<file path="config.mk">
export PLATFORM = sky130hd
export DESIGN_NAME = murmur64_hash_stream
export DESIGN_NICKNAME = d
export VERILOG_FILES = /design/src/rtl/m64h_pkg.sv /design/src/rtl/murmur64_hash_stream.sv
export SDC_FILE = /design/constraint.sdc
export NUM_CORES = 2
export LEC_CHECK = 0
export BUFFER_PORTS_ARGS = -buffer_cell sky130_fd_sc_hd__buf_2
export CAP_MARGIN = 20
export CORE_MARGIN = 1.5
export CORE_UTILIZATION = 50
export DETAILED_ROUTE_END_ITERATION = 12
export GPL_TIMING_DRIVEN = 0
export PLACE_DENSITY_LB_ADDON = 0.08
export SETUP_SLACK_MARGIN = 0.2
export SLEW_MARGIN = 20
export SYNTH_ARGS = -nofsm -noshare
export SYNTH_HDL_FRONTEND = slang
export SYNTH_SLANG_ARGS = --single-unit
</file>
<file path="constraint.sdc">
create_clock -name clock -period 15 [get_ports clock]
set_clock_uncertainty 0.05 [all_clocks]
set_input_delay 1.5 -clock clock [delete_from_list [all_inputs] [get_ports clock]]
set_output_delay 1.5 -clock clock [all_outputs]
set_load 0.02 [all_outputs]
</file>
<file path="src/rtl/m64h_pkg.sv">
// Shared constants, types and helper functions for the streaming 64-bit hash block.
package m64h_pkg;

   localparam int WORD_W   = 64;
   localparam int HALF_W   = 32;
   localparam int COUNT_W  = 4;
   localparam int ADDR_W   = 4;
   localparam int SHIFT_W  = 3;

   localparam logic [WORD_W-1:0]  MIX_MULT   = 64'hc6a4_a793_5bd1_e995;
   localparam logic [HALF_W-1:0]  MULT_LO    = MIX_MULT[HALF_W-1:0];
   localparam logic [HALF_W-1:0]  MULT_HI    = MIX_MULT[WORD_W-1:HALF_W];
   localparam int                 MIX_SHIFT  = 47;
   localparam logic [WORD_W-1:0]  SEED_RESET = 64'd53390;

   localparam logic [COUNT_W-1:0] FULL_COUNT = 4'd8;
   localparam logic [COUNT_W-1:0] ZERO_COUNT = 4'd0;

   // register index taken from paddr[3]
   localparam logic               REG_SEED   = 1'b0;

   // multiply passes: low x low, low x high, high x low, then post-mix
   localparam logic [1:0] STEP_LL   = 2'd0;
   localparam logic [1:0] STEP_LH   = 2'd1;
   localparam logic [1:0] STEP_HL   = 2'd2;
   localparam logic [1:0] STEP_POST = 2'd3;

   typedef enum logic [2:0] {
      PH_IDLE,
      PH_KEY1,
      PH_KEY2,
      PH_HASH,
      PH_FINAL
   } phase_type;

   function automatic logic [WORD_W-1:0] xor_shift(input logic [WORD_W-1:0] x);
      xor_shift = x ^ (x >> MIX_SHIFT);
   endfunction

   function automatic logic [WORD_W-1:0] byte_mask(input logic [SHIFT_W-1:0] n);
      byte_mask = ~({WORD_W{1'b1}} << {n, 3'b000});
   endfunction

endpackage

</file>
<file path="src/rtl/murmur64_hash_stream.sv">
// Streaming 64-bit hash: sequencer around one shared 32x32 multiplier.
//
// Each 64-bit multiply by the mixing constant runs on the single 32x32
// multiplier as three partial products accumulated into the low 64 bits,
// then a post step that applies the following mixing step (an xor/shift,
// or the xor into the hash after the second key multiply). A full 8-byte
// word needs three such multiplies, a partial word one, an empty non-last
// item none; a last item adds one more multiply for the final avalanche.
// A new beat is not taken until the multiplies of the previous one are
// done, while empty non-last items may arrive every cycle. req_ready is
// high only while the sequencer is idle. The result sits in an output
// register, so a new message may start while the previous hash waits; a
// finishing hash holds until that register is free. The seed register
// (64 bits, address 0, reset 53390) gives the starting hash at the first
// beat of every message.
module murmur64_hash_stream
   import m64h_pkg::*;
(
   input  logic                clock,
   input  logic                reset,
   input  logic                req_valid,
   output logic                req_ready,
   input  logic [WORD_W-1:0]   req_data_word,
   input  logic [COUNT_W-1:0]  req_byte_count,
   input  logic                req_last,
   output logic                rsp_valid,
   input  logic                rsp_ready,
   output logic [WORD_W-1:0]   rsp_hash_value,
   input  logic                psel,
   input  logic                penable,
   input  logic                pwrite,
   input  logic [ADDR_W-1:0]   paddr,
   input  logic [WORD_W-1:0]   pwdata,
   output logic [WORD_W-1:0]   prdata,
   output logic                pready
);

   phase_type           phase_ff, phase_in;
   logic [1:0]          step_ff, step_in;
   logic [WORD_W-1:0]   opa_ff, opa_in;
   logic [WORD_W-1:0]   acc_ff, acc_in;
   logic [WORD_W-1:0]   hash_ff, hash_in;
   logic                last_ff, last_in;
   logic                in_msg_ff, in_msg_in;
   logic                rsp_valid_ff, rsp_valid_in;
   logic [WORD_W-1:0]   rsp_hash_ff, rsp_hash_in;
   logic [WORD_W-1:0]   seed_ff, seed_in;

   logic                accept;
   logic                out_free;
   logic [COUNT_W-1:0]  count;
   logic [WORD_W-1:0]   base_hash;
   logic [HALF_W-1:0]   mul_a, mul_b;
   logic [WORD_W-1:0]   prod;
   logic                seed_wr;

   assign req_ready      = (phase_ff == PH_IDLE);
   assign accept         = req_valid && req_ready;
   assign out_free       = !rsp_valid_ff || rsp_ready;
   assign rsp_valid      = rsp_valid_ff;
   assign rsp_hash_value = rsp_hash_ff;
   assign pready         = 1'b1;
   assign seed_wr        = psel && penable && pwrite && (paddr[3] == REG_SEED);
   assign prdata         = (paddr[3] == REG_SEED) ? seed_ff : '0;

   assign count     = (req_byte_count > FULL_COUNT) ? FULL_COUNT : req_byte_count;
   assign base_hash = in_msg_ff ? hash_ff : seed_ff;

   assign mul_a = (step_ff == STEP_HL) ? opa_ff[WORD_W-1:HALF_W] : opa_ff[HALF_W-1:0];
   assign mul_b = (step_ff == STEP_LH) ? MULT_HI : MULT_LO;
   assign prod  = mul_a * mul_b;

   always_comb begin
      phase_in = phase_ff;
      step_in  = step_ff;
      case (phase_ff)
         PH_IDLE: begin
            step_in = STEP_LL;
            if (accept) begin
               if (count == FULL_COUNT) begin
                  phase_in = PH_KEY1;
               end else if (count != ZERO_COUNT) begin
                  phase_in = PH_HASH;
               end else if (req_last) begin
                  phase_in = PH_FINAL;
               end
            end
         end
         PH_KEY1, PH_KEY2, PH_HASH, PH_FINAL: begin
            if (step_ff != STEP_POST) begin
               step_in = step_ff + 2'd1;
            end else begin
               step_in = STEP_LL;
               case (phase_ff)
                  PH_KEY1: phase_in = PH_KEY2;
                  PH_KEY2: phase_in = PH_HASH;
                  PH_HASH: phase_in = last_ff ? PH_FINAL : PH_IDLE;
                  default: begin
                     if (out_free) begin
                        phase_in = PH_IDLE;
                     end else begin
                        step_in = STEP_POST;
                     end
                  end
               endcase
            end
         end
         default: begin
            phase_in = PH_IDLE;
            step_in  = STEP_LL;
         end
      endcase
   end

   always_comb begin
      opa_in       = opa_ff;
      acc_in       = acc_ff;
      hash_in      = hash_ff;
      last_in      = last_ff;
      in_msg_in    = in_msg_ff;
      rsp_valid_in = rsp_valid_ff && !rsp_ready;
      rsp_hash_in  = rsp_hash_ff;
      seed_in      = seed_wr ? pwdata : seed_ff;

      case (step_ff)
         STEP_LL: acc_in = prod;
         STEP_LH: acc_in = acc_ff + {prod[HALF_W-1:0], {HALF_W{1'b0}}};
         STEP_HL: acc_in = acc_ff + {prod[HALF_W-1:0], {HALF_W{1'b0}}};
         default: acc_in = acc_ff;
      endcase

      case (phase_ff)
         PH_IDLE: begin
            if (accept) begin
               hash_in   = base_hash;
               last_in   = req_last;
               in_msg_in = !req_last;
               if (count == FULL_COUNT) begin
                  opa_in = req_data_word;
               end else if (count != ZERO_COUNT) begin
                  opa_in = base_hash ^ (req_data_word & byte_mask(count[SHIFT_W-1:0]));
               end else begin
                  opa_in = xor_shift(base_hash);
               end
            end
         end
         PH_KEY1: begin
            if (step_ff == STEP_POST) begin
               opa_in = xor_shift(acc_ff);
            end
         end
         PH_KEY2: begin
            if (step_ff == STEP_POST) begin
               opa_in = hash_ff ^ acc_ff;
            end
         end
         PH_HASH: begin
            if (step_ff == STEP_POST) begin
               hash_in = acc_ff;
               opa_in  = xor_shift(acc_ff);
            end
         end
         PH_FINAL: begin
            if (step_ff == STEP_POST && out_free) begin
               rsp_valid_in = 1'b1;
               rsp_hash_in  = xor_shift(acc_ff);
            end
         end
         default: begin
            opa_in = opa_ff;
         end
      endcase
   end

   always_ff @(posedge clock) begin
      if (reset) begin
         phase_ff     <= PH_IDLE;
         step_ff      <= STEP_LL;
         in_msg_ff    <= 1'b0;
         rsp_valid_ff <= 1'b0;
         seed_ff      <= SEED_RESET;
      end else begin
         phase_ff     <= phase_in;
         step_ff      <= step_in;
         in_msg_ff    <= in_msg_in;
         rsp_valid_ff <= rsp_valid_in;
         seed_ff      <= seed_in;
      end
   end

   always_ff @(posedge clock) begin
      opa_ff      <= opa_in;
      acc_ff      <= acc_in;
      hash_ff     <= hash_in;
      last_ff     <= last_in;
      rsp_hash_ff <= rsp_hash_in;
   end

endmodule

</file>
After elaboration in Yosys (flattened, before gate mapping)
Index checks and enable logic that the tools add are counted.
{"block": "totals", "register_bits": 328, "input_bits": 144, "output_inout_bits": 131, "word_cells": 94}
{"block": "op_classes", "add_sub_neg": 2, "mul": 1, "magnitude_cmp": 1, "eq_ne": 16, "shift": 1, "mux": 29, "n_bitwise": 8, "n_reduce_logical": 26}
{"cell": "64-bit two-way mux", "n": 9}
{"cell": "64-bit case mux with 2 select lines", "n": 2}
{"cell": "64-bit case mux with 3 select lines", "n": 1}
{"cell": "64-bit by 17-bit XOR with 64-bit output", "n": 2}
{"cell": "64-bit XOR", "n": 2}
{"cell": "64-bit adder", "n": 1}
{"cell": "64-bit AND", "n": 1}
{"cell": "32-bit by 32-bit multiplier with 64-bit output", "n": 1}
{"cell": "32-bit two-way mux", "n": 2}
{"cell": "64-bit inverter", "n": 1}
{"cell": "64-bit by 6-bit << shifter with 64-bit output, first input constant", "n": 1}
{"cell": "3-bit two-way mux", "n": 7}
{"cell": "3-bit case mux with 3 select lines", "n": 1}
{"cell": "2-bit != test, second input constant", "n": 4}
{"cell": "4-bit AND reduction", "n": 2}
{"cell": "3-bit by 2-bit == test with 1-bit output, second input constant", "n": 2}
{"cell": "1-bit logical AND", "n": 6}
{"cell": "2-bit two-way mux", "n": 3}
{"cell": "3-bit case mux with 2 select lines", "n": 1}
{"cell": "2-bit OR reduction", "n": 3}
{"cell": "5-bit != test, second input constant", "n": 1}
{"cell": "2-bit == test, second input constant", "n": 2}
{"cell": "4-bit == test, second input constant", "n": 1}
{"cell": "4-bit > comparator, second input constant", "n": 1}
{"cell": "20 further kinds", "n": 27}

Depth between registers and ports, before layout
{"block": "depth", "word_depth": 10, "mapped_depth": 40, "mapped_depth_nobuf": 37}

Worst setup path before layout
Ideal clock, no wire load.
{"block": "synth_path", "kind": "register to register", "from": "reg step_ff[0]", "to": "reg acc_ff[62], data pin", "setup_time_ps": 271, "arrival_ps": 8668, "t_required_ps": 14679, "setup_slack_ps": 6011, "path_stages_with_launch": 35, "path_buffers": 4, "synth_period_minus_slack_ps": 8989, "path_cell_list": "dfxtp_1 -> inv_1 -> ha_1 -> buf_2 -> buf_2 -> buf_2 -> mux2_2 -> inv_1 -> nor2_1 -> ha_1 -> fa_1 -> inv_1 -> fa_1 -> fa_1 -> inv_1 -> fa_1 -> fa_1 -> fa_1 -> fa_1 -> ha_1 -> a21o_1 -> a21o_1 -> a21oi_1 -> a21boi_0 -> xnor2_1 -> ha_1 -> clkbuf_1 -> a21oi_1 -> inv_1 -> a31oi_1 -> o21ai_0 -> a31oi_1 -> o21ai_1 -> xnor2_1 -> mux2i_1"}
{"block": "synth_via", "elab_chain_cells": 5, "word_cells_on_any_way": 9, "classes_between": "1 x add/sub; 1 x mul; 2 x eq/ne; 3 x mux; 2 x reduce/logical"}
{"element": "start, declared", "line_no": "murmur64_hash_stream.sv:39", "source": "logic [1:0] step_ff, step_in;"}
{"element": "start signal, assigned", "line_no": "murmur64_hash_stream.sv:184", "source": "step_ff <= step_in;"}
{"element": "2-bit == test / 2-bit by 1-bit == test with 1-bit output (equally long branches)", "line_no": "murmur64_hash_stream.sv:69, murmur64_hash_stream.sv:125, murmur64_hash_stream.sv:70"}
{"element": "32-bit two-way mux (on tied branches)", "line_no": "murmur64_hash_stream.sv:69, murmur64_hash_stream.sv:70"}
{"element": "32-bit by 32-bit multiplier with 64-bit output", "line_no": "murmur64_hash_stream.sv:71", "source": "assign prod = mul_a * mul_b;"}
{"element": "64-bit adder", "line_no": "murmur64_hash_stream.sv:127, murmur64_hash_stream.sv:128"}
{"element": "64-bit case mux with 2 select lines *", "line_no": "murmur64_hash_stream.sv:125", "source": "case (step_ff)"}
{"element": "named net acc_in[62]", "line_no": "murmur64_hash_stream.sv:41", "source": "logic [WORD_W-1:0] acc_ff, acc_in;"}
{"element": "end signal, assigned", "line_no": "murmur64_hash_stream.sv:193", "source": "acc_ff <= acc_in;"}
{"element": "end, declared", "line_no": "murmur64_hash_stream.sv:41"}
The timed path passes the listed nets; every way through them passes the cells marked *.
A chain may end at the register's enable or synchronous reset.

Final worst setup path
{"block": "layout_path", "from": "reg step_ff[0]", "to": "reg acc_ff[61], data pin"}
Same word-level chain as after synthesis.

==> flow_results.org <==
** Timing
- At the pin with the least slew margin, the transition time is around 1.2 ns.
- Setup repair after global routing missed its margin :: no
- The final count of pins violating max slew came to 0.
- Setup total negative slack :: 0 ns
- Setup violations remaining at the end of the flow were counted as 0.
- Timing would allow up to between 80 and 90 MHz.
- In the post-route analysis, the smallest setup slack over all paths is 2.91 ns.
- Tightest slew margin relative to the limit :: between 20% and 30%
- The worst path uses about 80% of the clock period.
- The count of endpoints failing hold in the final timing report came to 0.
- After layout, the minimum clock period comes to approximately 12 ns.

** Drt
- First-pass detailed-route iteration total :: 5
- The detail route stage leaves a number of antenna-violating nets equal to 0.
- Dividing the detail-routed wire length by the instance count gives roughly 26 um.
- For this block, the initial DRC count from the detailed router was roughly 3.4k.
- Via total after detailed routing :: roughly 33k
- Residual DRC count :: 0
- Routed wire length :: ~150,000 um
- Dividing the detail-routed via count by the number of cells gives 5.78.

** Yosys
- Fraction of registers with async set/reset :: 0%
- After synthesis, the most frequently instantiated cells are 777 x inv_1, 607 x fa_1, 442 x ha_1.
- Most frequently used flop master after synthesis :: edfxtp_1
- Mean instance size in the synthesized netlist :: 9.85 um^2
- Part of the Yosys area used for sequential elements :: around 22%
- Number of synthesis warnings :: 0
- Of all cell types, the one taking the most synthesized area is fa_1.
- The synthesized design contains roughly 260 enable-type register cells.
- Total standard cell area after synthesis :: approximately 42,000 um^2
- Post-synthesis cell count :: between 4k and 5k
- Fraction of post-synthesis cell area in the top cell type by area :: between 20% and 30%
- Yosys mapped the design onto 85 distinct sky130hd cell types.
- Number of register bits inferred by synthesis :: 328
- Ranked by total cell area, the synthesized netlist is headed by fa_1 29%, edfxtp_1 18%, ha_1 13%.
- By instance count, the leading cell after synthesis is inv_1.

** Clocking
- TritonCTS built the clock tree.
- Clock net sink count :: approximately 330
- Worst-Skew Late Latency :: 0.54 ns
- Buffer type at the clock tree root :: clkbuf_16
- After clock tree synthesis, the setup repair step added 0 buffers.
- The clock passes through at most 3 buffers.
- Resized cells post-CTS :: 0
- The H-tree was split into 2 levels.
- TritonCTS buffer count :: 34
- Buffers inserted to repair hold after CTS numbered 0.
- After clock tree synthesis, the clock-pin slew on the worst setup and hold paths is around 0.07 ns.

** Critical path
- Kind of start point of the critical path :: flop
- The worst register-to-register path has a setup slack of roughly 2.9 ns.
- The critical path is of the reg -> reg type.
- In this run the critical register-to-register path is captured at acc_ff[61].
- The slowest stage of the critical path is the mux2i_1 cell.
- Launching point of the worst reg2reg path :: step_ff[0]
- Crit-path most repeated cell :: fa_1
- STA classifies the critical path endpoint as a flop.
- Arrival time at the worst endpoint :: between 10 and 15 ns
- Largest stage delay on the critical path :: 0.77 ns
- Along the worst path, the maximum fanout reaches 10.
- Depth of the worst register-to-register path :: 34
- STA puts the critical path data required time at around 15 ns.

** Cells and area
- Number of inserted filler cells in the final layout :: approximately 7.8k
- Proportion of layout cells with a drive suffix above 1 :: about a tenth
- Number of nets in the layout :: a little under 6k
- Compared with the post-synthesis result, the final layout area differs by 9.72%.

** Placement
- Routability cong. :: between 0.9 and 1
- Once detailed placement completed, the half-perimeter wirelength came to ~130,000 um.
- In this run the tool buffered the top-level ports with roughly 270 buffer cells.
- Setup slack after placement :: 3.28 ns

** Hold path
- Along the worst hold path, the cell count comes to 2.
- Hold Startpoint :: seed_ff[45]
- Hold EP :: seed_ff[45]
- The worst hold path belongs to the class reg -> reg.

** Die
- For this design the top-level I/O count stands at roughly 280.
- Area of the core :: 83,800 um^2
- Row generation in the floorplan step produced about 110 rows.
- Die Y :: 294 um
- The die is 294 um wide.
- Die outline area :: about 87,000 um^2
- Once the floorplan was initialized, standard cells occupied a little over 50% of the core.

** Status
- The run finished with clean final reports.

** Job
- The tool flagged a number of max-cap violations equal to 0.

** Global route
- The total overflow left after global routing is 0.
- The number of antenna violations at the first check in global routing is 11.
- Via count of the first global-routing pass :: ~33k
- Global routing used between 30% and 40% of the available tracks across all layers.
- The first global-routing pass estimated around 220,000 um of wire.
- Entering global routing, the biggest net connects 52 pins.
-- sequential cells by signal, summed over array words and instances (netlist names) --
name and cells:
phase_ff 3, opa_ff 64, rsp_valid 1, acc_ff 64, rsp_hash_value 64, hash_ff 64
in_msg_ff 1, step_ff 2, last_ff 1, seed_ff 64
-- stage by stage --
step | instance area [um^2] | utilization (%) | hold WS (ns) | std cells
CTS | 46500 | 55.5 | 0.431 | 5781
global placement | 45200 | 53.9 | 0.423 | 5712
finish | 46600 | 55.6 | 0.426 | 5786
global route | 46600 | 55.6 | 0.455 | 5785
detailed placement | 45400 | 54.2 | 0.423 | 5720
floorplan | 42500 | - | 0.392 | 4309
-- worst max path at each step --
stage / cells after the start / end / from
after floorplan: 34 / acc_ff[62] / step_ff[0]
after global placement: 35 / acc_ff[61] / step_ff[0]
after detailed placement: 34 / acc_ff[61] / step_ff[0]
after CTS: 34 / acc_ff[61] / step_ff[0]
after global routing: 34 / acc_ff[61] / step_ff[0]
final: 34 / acc_ff[61] / step_ff[0]
-- routing by layer --
metal,global-route usage [%],vias up,part of all wire [%]
met5,0,-,0
met4,11.6,0,3.7
met3,6.18,227,9.3
met2,51.8,1575,43
met1,52.1,16800,44
li1,-,14841,-
-- area by class of cell --
cell class                 count  area (um^2)  share of cell area (%)
clock buffer                  47         1010                    2.16
buffer                       168          661                    1.42
tap                         1134         1420                    3.05
sequential                   328         9140                    19.6
timing repair buffer         277         1510                    3.24
multi-input combinational   3030        29800                    64.0
inverter                     783         2940                    6.31
clock inverter                14         98.8                   0.212
antenna                        5         12.5                  0.0269
-- kinds of logic after synthesis --
family,count (synthesis),share of synthesized area [%]
AO/OA/AOI/OAI,858,13.0
adder cells (fa/ha/maj),1049,41.7
multiplexers,129,3.16
other,2,0.0177
buffers and inverters,951,8.48
flip-flops,328,21.5
AND/OR/NAND/NOR,820,8.68
XOR/XNOR,170,3.51
-- cells in the final DEF, fill, tap and decap left out, drive strengths merged, types with 6 or more instances in the layout --
cell and instances:
a211oi 50, a21o 80, a21oi 347, a221o 16
a221oi 8, a31o 28, a31oi 39, a41oi 9
and2 15, and3 14, buf 314, clkbuf 178
clkinv 17, dfxtp 71, edfxtp 257, fa 607
ha 442, inv 779, mux2 38, mux2i 91
nand2 307, nand2b 11, nand3 19, nand3b 7
nand4 10, nor2 270, nor2b 112, nor3 21
o211ai 6, o21a 33, o21ai 111, o21bai 27
o22ai 55, o311a 9, o31ai 6, or2 19
xnor2 106, xor2 64
-- critical path, delay by kind of cell, from the launching register on --
family,cells,cell delay [ns]
fa+ha+maj,11,5.35
buf+inv,9,2.25
simple gates,6,1.32
compound gates,5,1.00
mux,1,0.77
xor+xnor,2,0.68
flops,1,0.35
Power is not shown: default switching activity piles up to over one toggle a cycle in this logic, so the estimate is an artifact.
